**src/design/bta_pkg.sv**
```systemverilog
// ----------------------------------------------------------------------------
// bta_pkg
// Shared types and codes of the boundary-tag next-fit allocator.
// ----------------------------------------------------------------------------
`default_nettype none

package bta_pkg;

  localparam int IDX_W    = 19;
  localparam int SIZE_W   = 17;
  localparam int CFG_W    = 14;
  localparam int OP_W     = 2;
  localparam int BYTES_W  = 16;
  localparam int ADDR_W   = 16;
  localparam int STATUS_W = 3;

  localparam logic [OP_W-1:0] OP_ALLOC = 2'd0;
  localparam logic [OP_W-1:0] OP_FREE  = 2'd1;
  localparam logic [OP_W-1:0] OP_CHECK = 2'd2;

  localparam logic [STATUS_W-1:0] STS_OK         = 3'd0;
  localparam logic [STATUS_W-1:0] STS_FAIL       = 3'd1;
  localparam logic [STATUS_W-1:0] STS_FIRST_PREV = 3'd2;
  localparam logic [STATUS_W-1:0] STS_OVERRUN    = 3'd3;
  localparam logic [STATUS_W-1:0] STS_ADJ_FREE   = 3'd4;
  localparam logic [STATUS_W-1:0] STS_PREV_SEEN  = 3'd5;
  localparam logic [STATUS_W-1:0] STS_NEXT_PREV  = 3'd6;
  localparam logic [STATUS_W-1:0] STS_PREV_SIZE  = 3'd7;

  typedef struct packed {
    logic              used;
    logic [SIZE_W-1:0] size;
    logic [SIZE_W-1:0] prev;
  } hdr_t;

  typedef struct packed {
    logic [IDX_W-1:0] rd_addr;
    logic             wr_en;
    logic [IDX_W-1:0] wr_addr;
    hdr_t             wr_data;
  } mem_req_t;

  typedef struct packed {
    logic [STATUS_W-1:0] status;
    logic [ADDR_W-1:0]   address;
    logic [SIZE_W-1:0]   used_bytes;
    logic [SIZE_W-1:0]   free_bytes;
    logic [SIZE_W-1:0]   occupied_bytes;
    logic [SIZE_W-1:0]   unoccupied_bytes;
    logic [ADDR_W-1:0]   error_address;
  } res_t;

  typedef enum logic [4:0] {
    ST_CLEAR, ST_IDLE,
    ST_A_RD, ST_A_EV, ST_A_S1, ST_A_S2, ST_A_S3,
    ST_F_RH, ST_F_RA, ST_F_RL, ST_F_RAA, ST_F_DEC, ST_F_W2,
    ST_C_R0, ST_C_0, ST_C_LOOP, ST_C_RA, ST_C_RL, ST_C_EV,
    ST_DONE
  } state_t;

endpackage

`default_nettype wire

```
**src/design/bta_ctrl.sv**
```systemverilog
// ----------------------------------------------------------------------------
// bta_ctrl
// Sequencer: clears the pool, walks headers for allocate and check, and
// reads neighbors then writes back merged headers for free.
// ----------------------------------------------------------------------------
`default_nettype none

module bta_ctrl #(
  parameter int GRANULE_BYTES     = 8,
  parameter int POOL_MAX_GRANULES = 8192
) (
  input  logic                        clk,
  input  logic                        rst_n,
  input  logic                        cfg_wr_en,
  input  logic [bta_pkg::CFG_W-1:0]   cfg_wr_data,
  input  logic                        in_valid,
  output logic                        in_ready,
  input  logic [bta_pkg::OP_W-1:0]    in_op,
  input  logic [bta_pkg::BYTES_W-1:0] in_bytes,
  input  logic [bta_pkg::ADDR_W-1:0]  in_addr,
  output logic                        res_valid,
  input  logic                        res_ready,
  output bta_pkg::res_t               res,
  output bta_pkg::mem_req_t           mem_req,
  output logic [bta_pkg::IDX_W-1:0]   mem_pool,
  input  bta_pkg::hdr_t               mem_rdata
);
  import bta_pkg::*;

  localparam logic [IDX_W-1:0] POOL_MAX   = IDX_W'(POOL_MAX_GRANULES);
  localparam logic [IDX_W-1:0] RESET_POOL = (POOL_MAX_GRANULES < 8192) ? POOL_MAX :
                                            IDX_W'(8192);
  localparam logic [IDX_W-1:0] ONE        = IDX_W'(1);

  typedef enum logic [2:0] {FK_CLR_H, FK_NEXT, FK_PREV, FK_PREV_END, FK_BOTH} fkind_t;

  state_t state_r, state_nxt;
  logic [IDX_W-1:0] pool_r, pool_nxt, search_r, search_nxt, clr_r, clr_nxt;
  logic [IDX_W-1:0] e_r, e_nxt, start_r, start_nxt, n_r, n_nxt, h_r, h_nxt;
  logic [IDX_W-1:0] after_r, after_nxt, last_r, last_nxt, aa_r, aa_nxt;
  logic [SIZE_W-1:0] req_r, req_nxt;
  hdr_t hd_r, hd_nxt, ad_r, ad_nxt, ld_r, ld_nxt;
  logic w2_en_r, w2_en_nxt;
  logic [IDX_W-1:0] w2_addr_r, w2_addr_nxt;
  hdr_t w2_data_r, w2_data_nxt;
  res_t res_r, res_nxt;

  hdr_t rd;
  logic [IDX_W-1:0] cfg_pool;
  logic [SIZE_W-1:0] a_req;
  logic f_bad;
  logic [IDX_W-1:0] f_h;
  logic a_fit, a_split, a_stop;
  logic [IDX_W-1:0] a_after, a_next, s_end, s_nw;
  logic c_e4, c_e5, c_e6, c_e7;
  logic [SIZE_W-1:0] acc_t, acc_pay, acc_tot;
  logic acc_used;
  fkind_t fk;
  logic [SIZE_W-1:0] mn_size, l1_size, l2_size;
  logic last_in, fr_w2_en;
  logic [IDX_W-1:0] fr_w2_addr;
  hdr_t fr_w2_data;

  function automatic logic [IDX_W-1:0] sat_pos(input logic [IDX_W-1:0] v,
                                               input logic [IDX_W-1:0] pool);
    return (v < pool) ? v : '0;
  endfunction

  function automatic logic [ADDR_W-1:0] to_bytes(input logic [IDX_W-1:0] v);
    return ADDR_W'(32'(v) * GRANULE_BYTES);
  endfunction

  assign rd        = mem_rdata;
  assign mem_pool  = pool_r;
  assign in_ready  = (state_r == ST_IDLE);
  assign res_valid = (state_r == ST_DONE);
  assign res       = res_r;

  assign cfg_pool = (cfg_wr_data < CFG_W'(2)) ? IDX_W'(2) :
                    ((IDX_W'(cfg_wr_data) > POOL_MAX) ? POOL_MAX : IDX_W'(cfg_wr_data));

  assign a_req = SIZE_W'((32'(in_bytes) + GRANULE_BYTES - 1) / GRANULE_BYTES);
  assign f_h   = IDX_W'(32'(in_addr) / GRANULE_BYTES - 1);
  assign f_bad = ((32'(in_addr) % GRANULE_BYTES) != 0) || (32'(in_addr) < GRANULE_BYTES) ||
                 (f_h >= pool_r);

  assign a_fit   = !rd.used && (rd.size >= req_r);
  assign a_split = (rd.size - req_r) >= SIZE_W'(2);
  assign a_after = e_r + ONE + IDX_W'(rd.size);
  assign a_next  = (a_after >= pool_r) ? '0 : a_after;
  assign a_stop  = (a_next == start_r) || ((n_r + ONE) >= pool_r);
  assign s_end   = e_r + ONE + IDX_W'(hd_r.size);
  assign s_nw    = e_r + ONE + IDX_W'(req_r);

  assign c_e6 = (after_r != pool_r) && (ad_r.prev != hd_r.size);
  assign c_e7 = (hd_r.prev != '0) && (rd.size != hd_r.prev);
  assign c_e4 = !hd_r.used && !rd.used;
  assign c_e5 = rd.size != hd_r.prev;

  assign acc_t    = (state_r == ST_C_0) ? rd.size : hd_r.size;
  assign acc_used = (state_r == ST_C_0) ? rd.used : hd_r.used;
  assign acc_pay  = SIZE_W'(32'(acc_t) * GRANULE_BYTES);
  assign acc_tot  = SIZE_W'((32'(acc_t) + 1) * GRANULE_BYTES);

  // free: pick the merge case from the latched neighbors
  assign mn_size = SIZE_W'(18'(hd_r.size) + 18'(ad_r.size) + 18'd1);
  assign l1_size = SIZE_W'(18'(ld_r.size) + 18'(hd_r.size) + 18'd1);
  assign l2_size = SIZE_W'(19'(ld_r.size) + 19'(hd_r.size) + 19'(ad_r.size) + 19'd2);
  assign last_in = last_r < pool_r;

  always_comb begin
    if (hd_r.prev == '0) begin
      fk = ((after_r != pool_r) && !ad_r.used) ? FK_NEXT : FK_CLR_H;
    end else if (after_r != pool_r) begin
      priority if (ld_r.used && ad_r.used) fk = FK_CLR_H;
      else if (ld_r.used)                  fk = FK_NEXT;
      else if (ad_r.used)                  fk = FK_PREV;
      else                                 fk = FK_BOTH;
    end else begin
      fk = ld_r.used ? FK_CLR_H : FK_PREV_END;
    end
  end

  always_comb begin
    fr_w2_en   = 1'b0;
    fr_w2_addr = aa_r;
    fr_w2_data = hdr_t'{used: rd.used, size: rd.size, prev: mn_size};
    unique case (fk)
      FK_NEXT: begin
        fr_w2_en = aa_r != pool_r;
      end
      FK_PREV: begin
        fr_w2_en   = 1'b1;
        fr_w2_addr = after_r;
        fr_w2_data = hdr_t'{used: ad_r.used, size: ad_r.size,
                            prev: last_in ? l1_size : '0};
      end
      FK_BOTH: begin
        fr_w2_en   = aa_r != pool_r;
        fr_w2_data = hdr_t'{used: rd.used, size: rd.size, prev: last_in ? l2_size : '0};
      end
      FK_CLR_H, FK_PREV_END: begin
        fr_w2_en = 1'b0;
      end
    endcase
  end

  always_comb begin
    state_nxt = state_r;
    unique case (state_r)
      ST_CLEAR:  if (clr_r == pool_r - ONE) state_nxt = ST_IDLE;
      ST_IDLE: begin
        if (in_valid) begin
          unique case (in_op)
            OP_ALLOC: state_nxt = (in_bytes == '0) ? ST_DONE : ST_A_RD;
            OP_FREE:  state_nxt = f_bad ? ST_DONE : ST_F_RH;
            OP_CHECK: state_nxt = ST_C_R0;
            default:  state_nxt = ST_DONE;
          endcase
        end
      end
      ST_A_RD:   state_nxt = ST_A_EV;
      ST_A_EV: begin
        if (a_fit)       state_nxt = a_split ? ST_A_S1 : ST_DONE;
        else if (a_stop) state_nxt = ST_DONE;
        else             state_nxt = ST_A_RD;
      end
      ST_A_S1:   state_nxt = ST_A_S2;
      ST_A_S2:   state_nxt = ST_A_S3;
      ST_A_S3:   state_nxt = ST_DONE;
      ST_F_RH:   state_nxt = ST_F_RA;
      ST_F_RA:   state_nxt = ST_F_RL;
      ST_F_RL:   state_nxt = ST_F_RAA;
      ST_F_RAA:  state_nxt = ST_F_DEC;
      ST_F_DEC:  state_nxt = fr_w2_en ? ST_F_W2 : ST_DONE;
      ST_F_W2:   state_nxt = ST_DONE;
      ST_C_R0:   state_nxt = ST_C_0;
      ST_C_0:    state_nxt = (rd.prev != '0) ? ST_DONE : ST_C_LOOP;
      ST_C_LOOP: state_nxt = (e_r >= pool_r) ? ST_DONE : ST_C_RA;
      ST_C_RA:   state_nxt = ST_C_RL;
      ST_C_RL:   state_nxt = ST_C_EV;
      ST_C_EV:   state_nxt = (c_e6 || c_e7 || c_e4 || c_e5) ? ST_DONE : ST_C_LOOP;
      ST_DONE:   if (res_ready) state_nxt = ST_IDLE;
    endcase
    if (cfg_wr_en) state_nxt = ST_CLEAR;
  end

  always_comb begin
    pool_nxt    = pool_r;
    search_nxt  = search_r;
    clr_nxt     = clr_r;
    e_nxt       = e_r;
    start_nxt   = start_r;
    n_nxt       = n_r;
    h_nxt       = h_r;
    after_nxt   = after_r;
    last_nxt    = last_r;
    aa_nxt      = aa_r;
    req_nxt     = req_r;
    hd_nxt      = hd_r;
    ad_nxt      = ad_r;
    ld_nxt      = ld_r;
    w2_en_nxt   = w2_en_r;
    w2_addr_nxt = w2_addr_r;
    w2_data_nxt = w2_data_r;
    res_nxt     = res_r;
    mem_req         = '0;
    mem_req.rd_addr = e_r;

    unique case (state_r)
      ST_CLEAR: begin
        mem_req.wr_en   = 1'b1;
        mem_req.wr_addr = clr_r;
        mem_req.wr_data = (clr_r == '0) ?
                          hdr_t'{used: 1'b0, size: SIZE_W'(pool_r - ONE), prev: '0} : '0;
        clr_nxt = clr_r + ONE;
      end
      ST_IDLE: begin
        if (in_valid) begin
          res_nxt = '0;
          unique case (in_op)
            OP_ALLOC: begin
              if (in_bytes == '0) res_nxt.status = STS_FAIL;
              req_nxt   = a_req;
              e_nxt     = search_r;
              start_nxt = search_r;
              n_nxt     = '0;
            end
            OP_FREE:  h_nxt = f_h;
            OP_CHECK: e_nxt = '0;
            default:  res_nxt = '0;
          endcase
        end
      end
      ST_A_RD: mem_req.rd_addr = e_r;
      ST_A_EV: begin
        if (a_fit) begin
          hd_nxt          = rd;
          res_nxt.address = to_bytes(e_r + ONE);
          if (!a_split) begin
            mem_req.wr_en   = 1'b1;
            mem_req.wr_addr = e_r;
            mem_req.wr_data = hdr_t'{used: 1'b1, size: rd.size, prev: rd.prev};
            search_nxt      = sat_pos(a_after, pool_r);
          end
        end else begin
          e_nxt = a_next;
          n_nxt = n_r + ONE;
          if (a_stop) res_nxt.status = STS_FAIL;
        end
      end
      ST_A_S1: begin
        mem_req.wr_en   = 1'b1;
        mem_req.wr_addr = s_nw;
        mem_req.wr_data = hdr_t'{used: 1'b0, size: hd_r.size - req_r - SIZE_W'(1),
                                 prev: req_r};
      end
      ST_A_S2: begin
        mem_req.wr_en   = 1'b1;
        mem_req.wr_addr = e_r;
        mem_req.wr_data = hdr_t'{used: 1'b1, size: req_r, prev: hd_r.prev};
        mem_req.rd_addr = s_end;
      end
      ST_A_S3: begin
        mem_req.wr_en   = s_end != pool_r;
        mem_req.wr_addr = s_end;
        mem_req.wr_data = hdr_t'{used: rd.used, size: rd.size,
                                 prev: hd_r.size - req_r - SIZE_W'(1)};
        search_nxt      = sat_pos(s_nw, pool_r);
      end
      ST_F_RH: mem_req.rd_addr = h_r;
      ST_F_RA: begin
        hd_nxt          = rd;
        after_nxt       = h_r + ONE + IDX_W'(rd.size);
        mem_req.rd_addr = after_nxt;
      end
      ST_F_RL: begin
        ad_nxt          = rd;
        last_nxt        = h_r - ONE - IDX_W'(hd_r.prev);
        aa_nxt          = after_r + ONE + IDX_W'(rd.size);
        mem_req.rd_addr = last_nxt;
      end
      ST_F_RAA: begin
        ld_nxt          = rd;
        mem_req.rd_addr = aa_r;
      end
      ST_F_DEC: begin
        mem_req.wr_en = 1'b1;
        w2_en_nxt     = fr_w2_en;
        w2_addr_nxt   = fr_w2_addr;
        w2_data_nxt   = fr_w2_data;
        unique case (fk)
          FK_CLR_H: begin
            mem_req.wr_addr = h_r;
            mem_req.wr_data = hdr_t'{used: 1'b0, size: hd_r.size, prev: hd_r.prev};
          end
          FK_NEXT: begin
            mem_req.wr_addr = h_r;
            mem_req.wr_data = hdr_t'{used: 1'b0, size: mn_size, prev: hd_r.prev};
            if (after_r == search_r) search_nxt = sat_pos(h_r, pool_r);
          end
          FK_PREV, FK_PREV_END: begin
            mem_req.wr_addr = last_r;
            mem_req.wr_data = hdr_t'{used: ld_r.used, size: l1_size, prev: ld_r.prev};
            if (h_r == search_r) search_nxt = sat_pos(last_r, pool_r);
          end
          FK_BOTH: begin
            mem_req.wr_addr = last_r;
            mem_req.wr_data = hdr_t'{used: ld_r.used, size: l2_size, prev: ld_r.prev};
            if ((h_r == search_r) || (after_r == search_r)) begin
              search_nxt = sat_pos(last_r, pool_r);
            end
          end
        endcase
      end
      ST_F_W2: begin
        mem_req.wr_en   = w2_en_r;
        mem_req.wr_addr = w2_addr_r;
        mem_req.wr_data = w2_data_r;
      end
      ST_C_R0: mem_req.rd_addr = '0;
      ST_C_0: begin
        if (acc_used) begin
          res_nxt.used_bytes     = res_r.used_bytes + acc_pay;
          res_nxt.occupied_bytes = res_r.occupied_bytes + acc_tot;
        end else begin
          res_nxt.free_bytes       = res_r.free_bytes + acc_pay;
          res_nxt.unoccupied_bytes = res_r.unoccupied_bytes + acc_tot;
        end
        if (rd.prev != '0) res_nxt.status = STS_FIRST_PREV;
        e_nxt    = ONE + IDX_W'(rd.size);
        last_nxt = '0;
      end
      ST_C_LOOP: begin
        mem_req.rd_addr = e_r;
        if (e_r > pool_r) begin
          res_nxt.status        = STS_OVERRUN;
          res_nxt.error_address = to_bytes(e_r);
        end
      end
      ST_C_RA: begin
        hd_nxt    = rd;
        after_nxt = e_r + ONE + IDX_W'(rd.size);
        if (rd.prev != '0) last_nxt = e_r - ONE - IDX_W'(rd.prev);
        mem_req.rd_addr = after_nxt;
      end
      ST_C_RL: begin
        ad_nxt          = rd;
        mem_req.rd_addr = last_r;
      end
      ST_C_EV: begin
        priority if (c_e6) begin
          res_nxt.status        = STS_NEXT_PREV;
          res_nxt.error_address = to_bytes(e_r);
        end else if (c_e7) begin
          res_nxt.status        = STS_PREV_SIZE;
          res_nxt.error_address = to_bytes(e_r);
        end else if (c_e4) begin
          res_nxt.status        = STS_ADJ_FREE;
          res_nxt.error_address = to_bytes(last_r);
        end else begin
          if (acc_used) begin
            res_nxt.used_bytes     = res_r.used_bytes + acc_pay;
            res_nxt.occupied_bytes = res_r.occupied_bytes + acc_tot;
          end else begin
            res_nxt.free_bytes       = res_r.free_bytes + acc_pay;
            res_nxt.unoccupied_bytes = res_r.unoccupied_bytes + acc_tot;
          end
          if (c_e5) begin
            res_nxt.status        = STS_PREV_SEEN;
            res_nxt.error_address = to_bytes(last_r);
          end else begin
            last_nxt = e_r;
            e_nxt    = after_r;
          end
        end
      end
      ST_DONE: res_nxt = res_r;
    endcase

    if (cfg_wr_en) begin
      pool_nxt   = cfg_pool;
      search_nxt = '0;
      clr_nxt    = '0;
    end
  end

  always_ff @(posedge clk) begin
    if (!rst_n) begin
      state_r  <= ST_CLEAR;
      pool_r   <= RESET_POOL;
      search_r <= '0;
      clr_r    <= '0;
      w2_en_r  <= 1'b0;
    end else begin
      state_r  <= state_nxt;
      pool_r   <= pool_nxt;
      search_r <= search_nxt;
      clr_r    <= clr_nxt;
      w2_en_r  <= w2_en_nxt;
    end
  end

  always_ff @(posedge clk) begin
    e_r       <= e_nxt;
    start_r   <= start_nxt;
    n_r       <= n_nxt;
    h_r       <= h_nxt;
    after_r   <= after_nxt;
    last_r    <= last_nxt;
    aa_r      <= aa_nxt;
    req_r     <= req_nxt;
    hd_r      <= hd_nxt;
    ad_r      <= ad_nxt;
    ld_r      <= ld_nxt;
    w2_addr_r <= w2_addr_nxt;
    w2_data_r <= w2_data_nxt;
    res_r     <= res_nxt;
  end

endmodule

`default_nettype wire
```
**config.mk**
```make
export PLATFORM = sky130hd
export DESIGN_NAME = bta_ctrl
export DESIGN_NICKNAME = d
export VERILOG_FILES = /design/src/design/bta_pkg.sv /design/src/design/bta_ctrl.sv
export SDC_FILE = /design/constraint.sdc
export NUM_CORES = 2
export LEC_CHECK = 0
export CAP_MARGIN = 40
export CORE_UTILIZATION = 43
export CTS_CLUSTER_SIZE = 12
export DETAILED_ROUTE_END_ITERATION = 6
export DONT_BUFFER_PORTS = 1
export PLACE_DENSITY = 0.67
export RECOVER_POWER = 25
export REMOVE_ABC_BUFFERS = 1
export SLEW_MARGIN = 10
export SYNTH_ARGS = -nofsm -noshare
export SYNTH_HDL_FRONTEND = slang
export SYNTH_SLANG_ARGS = --single-unit
```
**constraint.sdc**
```tcl
create_clock -name clk -period 15.8 [get_ports clk]
set_clock_uncertainty 0.2 [all_clocks]
set_input_delay 1.58 -clock clk [delete_from_list [all_inputs] [get_ports clk]]
set_output_delay 1.58 -clock clk [all_outputs]
set_load 0.02 [all_outputs]
```
Yosys cells after proc, flatten, opt, wreduce, memory -nomap -nowiden --
Cells that the tools add are included. W data, S select, Z words.
Word-level totals: output and inout port bits 198, flip-flop bits (word level) 475, input port bits 88, word-level logic and storage cells 287
Cells by class: bitwise operators 1, eq/ne operators 55, reduce and logical (&&, ||, !) cells 53, order comparisons 14, muxes and demuxes 97, add/sub/neg operators 34
Operator list (number):
- $mux W19 | 25
- $pmux W55 S7 | 1
- $pmux W54 S4 | 1
- $mux W68 | 3
- $pmux W68 S3 | 1
- $pmux W19 S4 | 2
- $pmux W19 S8 | 1
- $pmux W35 S2 | 2
- $add A17 B17 Y17 | 8
- $pmux W19 S2 | 3
- $pmux W19 S3 | 2
- $mux W55 | 2
- $mux W103 | 1
- $mux W17 | 6
- $mux W16 | 6
- $add A19 B1 Y19 const B | 5
- $add A19 B17 Y19 | 5
- $pmux W5 S19 | 1
- $eq A19 B19 Y1 | 4
- $ge A19 B19 Y1 | 4
- $lt A19 B19 Y1 | 4
- $ne A19 B19 Y1 | 3
- $sub A19 B1 Y19 const B | 3
- $mux W5 | 11
- 68 further kinds | 150

Longest topological paths before layout --
depth in word-level cells 10, gate-level depth with buffers 25

Worst setup path before layout --
OpenSTA, ideal clock, no wires.
path kind input to register, start in mem_rdata[31] (netlist bit), end reg res_r, in the netlist res[19], enable pin, slack 5.647 ns, setup time 0.663 ns, cell stages on the path 9, arrival time 9.290 ns, path through clkbuf_1 -> xnor2_1 -> nand4_1 -> nor3_1 -> nand4_1 -> inv_1 -> nor2_1 -> or2_2 -> o311ai_0
On the way: longest elaborated chain between the ends 4
Ends and longest elaborated chain:
- from (decl) | line bta_ctrl.sv:26 | input bta_pkg::hdr_t mem_rdata
- $ne A17 B17 Y1 | line bta_ctrl.sv:96 | assign c_e7 = (hd_r.prev != '0) && (rd.size != hd_r.prev);
- $logic_and A1 B1 Y1 | line bta_ctrl.sv:96
- $ne A2 B2 Y1 (no line)
- $reduce_and A5 Y1 (no line)
- to (signal assigned) | line bta_ctrl.sv:418 | res_r <= res_nxt;
- to (decl) | line bta_ctrl.sv:46 | res_t res_r, res_nxt;
No other way between the ends. A chain may end at the register's enable or synchronous reset.

Worst setup path in the final report --
start reg e_r[1], end reg res_r, in the netlist res[102], enable pin
On the way: longest elaborated chain between the ends 8, elaborated cells between the ends (all ways) 10
Ends and longest elaborated chain:
- from (decl) | line bta_ctrl.sv:39 | logic [IDX_W-1:0] e_r, e_nxt, start_r, start_nxt, n_r, n_nxt, h_r, h_nxt;
- from (signal assigned) | line bta_ctrl.sv:405 | e_r <= e_nxt;
- $add A19 B1 Y19 | line bta_ctrl.sv:89 | assign a_after = e_r + ONE + IDX_W'(rd.size);
- $add A19 B17 Y19 | line bta_ctrl.sv:89
- $ge A19 B19 Y1 | line bta_ctrl.sv:90 | assign a_next = (a_after >= pool_r) ? '0 : a_after;
- $mux W19 | line bta_ctrl.sv:90
- $eq A19 B19 Y1 | line bta_ctrl.sv:91 | assign a_stop = (a_next == start_r) || ((n_r + ONE) >= pool_r);
- $logic_or A1 B1 Y1 | line bta_ctrl.sv:91
- $ne A2 B2 Y1 (no line)
- $reduce_and A7 Y1 (no line) (*)
Mark *: on every way between the ends. The rest lies on a longest branch, timed or not.

==> metrics.md <==
| Metric | Value |
|---|---|
| Outcome | `complete, but fails checks` |
| Failing checks | `DRC, capacitance limit, slew limit` |
| Resized cells post-CTS | `0` |
| RSZ-0062 raised after global routing | `no` |
| Sw frac | `between 20 and 30%` |
| Share of flip-flops with an asynchronous set or reset | `0%` |
| Crit-path cells | `ha_1 > and3_1 > nand4_1 > nor2_1 > xor2_1 > ha_1 > inv_1 > nor4_1 > a2111oi_0 > nand2_1 > ha_1 > nand2_1 > nor2_1 > a2111oi_0 > a21oi_1 > nor3_1 > nand4b_1 > or4_1 > a22oi_2 > nand4_2 > a21oi_1` |
| Clock Latency Late Sink | `0.65 ns` |
| Initial Util | `between 40% and 50%` |
| Clock buffer depth | `3` |
| Period utilization | `50.2%` |
| Core ar. | `between 0.08 and 0.09 mm²` |
| Final WL | `~180 mm` |
| H-tree lvl count | `2` |
| Pre-CTS setup slack | `~8.2 ns` |
| Slowest CP cell | `a2111oi_0` |
| Post-synth EDFFs | `386` |
| Largest net degree at the start of global routing | `65` |
| FF+latch count, synth | `between 400 and 500` |
| MaxCap Viol Count | `6` |
| DRT antenna net count | `0` |
| Hold/Removal Path Class | `flop to flop` |
| Layout cells sized above 1 | `around 6.7%` |
| P_int | `approximately 0.0021 W` |
| Die boundary width | `around 300 µm` |
| Initial drt markers | `around 6.4k` |
| Cell area power density | `~69 mW/mm²` |
| Avg Inst Size Synth | `between 9 and 10 µm²` |
| First-pass GRT wire length | `245 mm` |
| Reg area | `roughly 0.013 mm²` |
| Worst setup margin | `slightly below 8 ns` |
| Worst Hold Path EP | `w2_en_r` |
| Seq pwr share | `approximately 44%` |
| Clock slew at reported path FFs | `0.06 ns` |
| Top Ports | `roughly 290` |
| Pre-antenna DRT Iters | `7` |
| Number of port buffers | `0` |
| Setup TNS Final | `0 ns` |
| Remaining global-route overflow | `0` |
| R2r worst-path depth | `21` |
| Die Height | `approximately 300 µm` |
| CP most frequent cell | `ha_1` |
| Final core occ | `around 47%` |
| Seq/Total Area, Yosys | `33.3%` |
| Crit path launch type | `flop` |
| Worst Hold Slack | `between 0.3 and 0.4 ns` |
| DRC Markers | `about 150` |
| Dpl hpwl | `132 mm` |
| Worst Path Class, Setup | `flop to flop` |
| Hold_buf cts | `0` |
| WL per Instance | `around 32 µm` |
| Final RePlAce weighted congestion | `about 1.1` |
| Reg-to-reg setup timing slack | `7.88 ns` |
| Footprint of the multi-input gates | `approximately 0.024 mm²` |
| Final setup fails | `0` |
| Via count | `36.5k` |
| Largest fanout on the critical path | `13` |
| Layout Nets | `4696` |
| Root buffer cell | `clkbuf_16` |
| Worst rel slew slack | `-55.9%` |
| Logic pwr share | `8.8%` |
| CTS tree | `yes` |
| Clock Power Share | `about 47%` |
| Hold depth | `1` |
| Setup repair bufs after CTS | `0` |
| Synthesis warning total | `0` |
| R2R Path Start | `e_r[1]` |
| Cells after synthesis | `4240` |
| Static Leakage | `roughly 16 nW` |
| Final Critical Period | `7.92 ns` |
| Slew @ Worst Pin | `about 2.3 ns` |
| Clock sinks | `between 400 and 500` |
| Worst setup EP type | `flop` |
| Tot GR Track Use | `37.9%` |
| # rows | `~110` |
| Vias in the first global route | `~34k` |
| Die area | `about 0.090 mm²` |
| Crit path DAT | `8.03 ns` |
| Cts bufs inserted | `54` |
| Hold Startpoint | `w2_en_r` |
| Largest stage delay on the critical path | `between 0.7 and 0.8 ns` |
| Final Max Slew Viols | `~130` |
| Initial antenna violation count | `15` |
| Area growth from synthesis to layout | `9.30%` |
| Worst path required time | `about 16 ns` |
| Fin. Hold Viols | `0` |
| Top_reg_cell synth | `edfxtp_1` |
| Max Clk Rate | `between 100 and 150 MHz` |
| Vias per cell | `around 6.7` |
| Crit Reg-Reg Endpoint | `res[102]` |
| Cell Area, Synth | `between 0.03 and 0.04 mm²` |
| Fillcell total | `8359` |
| Worst VDD drop | `79.5 µV` |
| Netlist cell types | `94` |
| Psw | `around 0.00073 W` |
[Yosys cell counts, types with 40 or more instances]
cell type  count  area share (%)
nand3_1      119             1.6
a21oi_1      308             4.0
a221oi_1      40            0.92
inv_1        226             2.2
ha_1         356              12
o21ai_0      238             3.1
nor2_1       262             2.6
nor3_1        87             1.1
edfxtp_1     386              30
xor2_1       133             3.0
nand4_1       64             1.0
clkbuf_1     156             1.5
nor2b_1       51            0.83
nor4_1        44            0.72
dfxtp_1       58             3.0
xnor2_1      310             7.1
a21o_1        94             1.8
a222oi_1      60             1.6
and3_1        46            0.75
nand2_1      434             4.3
[sequential cells by signal, indices dropped and copies added, names as in the netlist, 19 cells and up]
name and count:
last_r 19, aa_r 19, e_r 19, n_r 19, w2_data_r 35, start_r 19
ld_r 35, hd_r 35, ad_r 35, res 85, after_r 19, w2_addr_r 19
search_r 19, clr_r 19
[power by group through the flow]
stage	registers, W	logic, W	clock network, W
2_1_floorplan	0.00130	0.000164	0
3_3_place_gp	0.00130	0.000240	0
3_5_place_dp	0.00130	0.000241	0
4_1_cts	0.00127	0.000243	0.00134
5_1_grt	0.00127	0.000267	0.00138
6_report	0.00127	0.000252	0.00134
[how the worst max path moves through the flow]
stage	startpoint	to	slack, ns	cells after the start
3_5_place_dp	e_r[1]	res[100]	8.20	21
6_report	e_r[1]	res[102]	7.88	21
5_1_grt	e_r[0]	res[102]	7.58	22
3_3_place_gp	mem_rdata[17]	mem_req[46]	8.34	16
2_1_floorplan	mem_rdata[18]	res[19]	5.92	7
4_1_cts	e_r[1]	mem_req[54]	8.14	18
[final cells by class]
type                       count  area share, %
clock buffer                  71           3.69
antenna                        8         0.0479
inverter                     228           2.05
sequential                   444           30.5
timing repair buffer         107           2.01
tap                         1165           3.49
multi-input combinational   3386           57.5
clock inverter                30          0.763
[layer usage]
layer,vias to the layer above,part of all wire [%],global-route usage [%]
li1,15700,-,-
met1,17400,38,48.5
met2,2709,40,52.7
met3,685,15,14.8
met4,12,7.7,24.3
met5,-,0.12,1.06
[cell usage in the layout (no fill, tap or decap), drive strengths merged, types with 29 or more instances in the layout]
master	synthesis	layout
a21oi	308	308
a221oi	41	41
edfxtp	386	386
inv	226	227
nor2b	51	51
xnor2	311	311
or3	34	34
and2	34	34
and3	46	46
nor3	88	88
buf	48	94
ha	356	356
nor2	262	262
nand3	119	119
nand2b	35	35
a22o	35	35
a31oi	38	38
nor4	44	44
a22oi	39	39
mux2	36	36
o21a	35	35
nand4	65	65
dfxtp	58	58
a21o	94	94
o21bai	31	31
clkbuf	156	84
o21ai	256	256
xor2	133	133
o211ai	29	29
a222oi	60	60
fa	31	31
nand2	434	434
[worst max-delay path: cells and delay by family, from the launching register on]
family / cells / cell delay, ns
AND/OR/NAND/NOR: 11 / 3.30
AO/OA/AOI/OAI: 5 / 1.92
adder cells (fa/ha/maj): 3 / 1.03
flip-flops: 1 / 0.63
XOR/XNOR: 1 / 0.35
buffers and inverters: 1 / 0.16
[cells by family (layout without fill, tap and decap cells)]
| group | Yosys count | after routing | share of synthesized area [%] |
|---|---|---|---|
| compound gates | 1180 | 1180 | 20.6 |
| buf+inv | 432 | 436 | 4.52 |
| other cells | 1 | 31 | 0.00980 |
| simple gates | 1285 | 1285 | 16.1 |
| flops | 444 | 444 | 33.3 |
| fa+ha+maj | 387 | 387 | 13.3 |
| xor+xnor | 445 | 445 | 10.2 |
| mux | 66 | 66 | 1.91 |
[per-stage QoR]
step | instance area, µm² | instances | power [W]
after floorplan | 37500 | 4058 | 0.00146
after global placement | 39800 | 5313 | 0.00154
after detailed placement | 40000 | 5328 | 0.00154
after CTS | 41800 | 5429 | 0.00286
after global routing | 41800 | 5431 | 0.00292
final | 41800 | 5439 | 0.00287
Note: power is estimated with default switching activity, not from simulation.
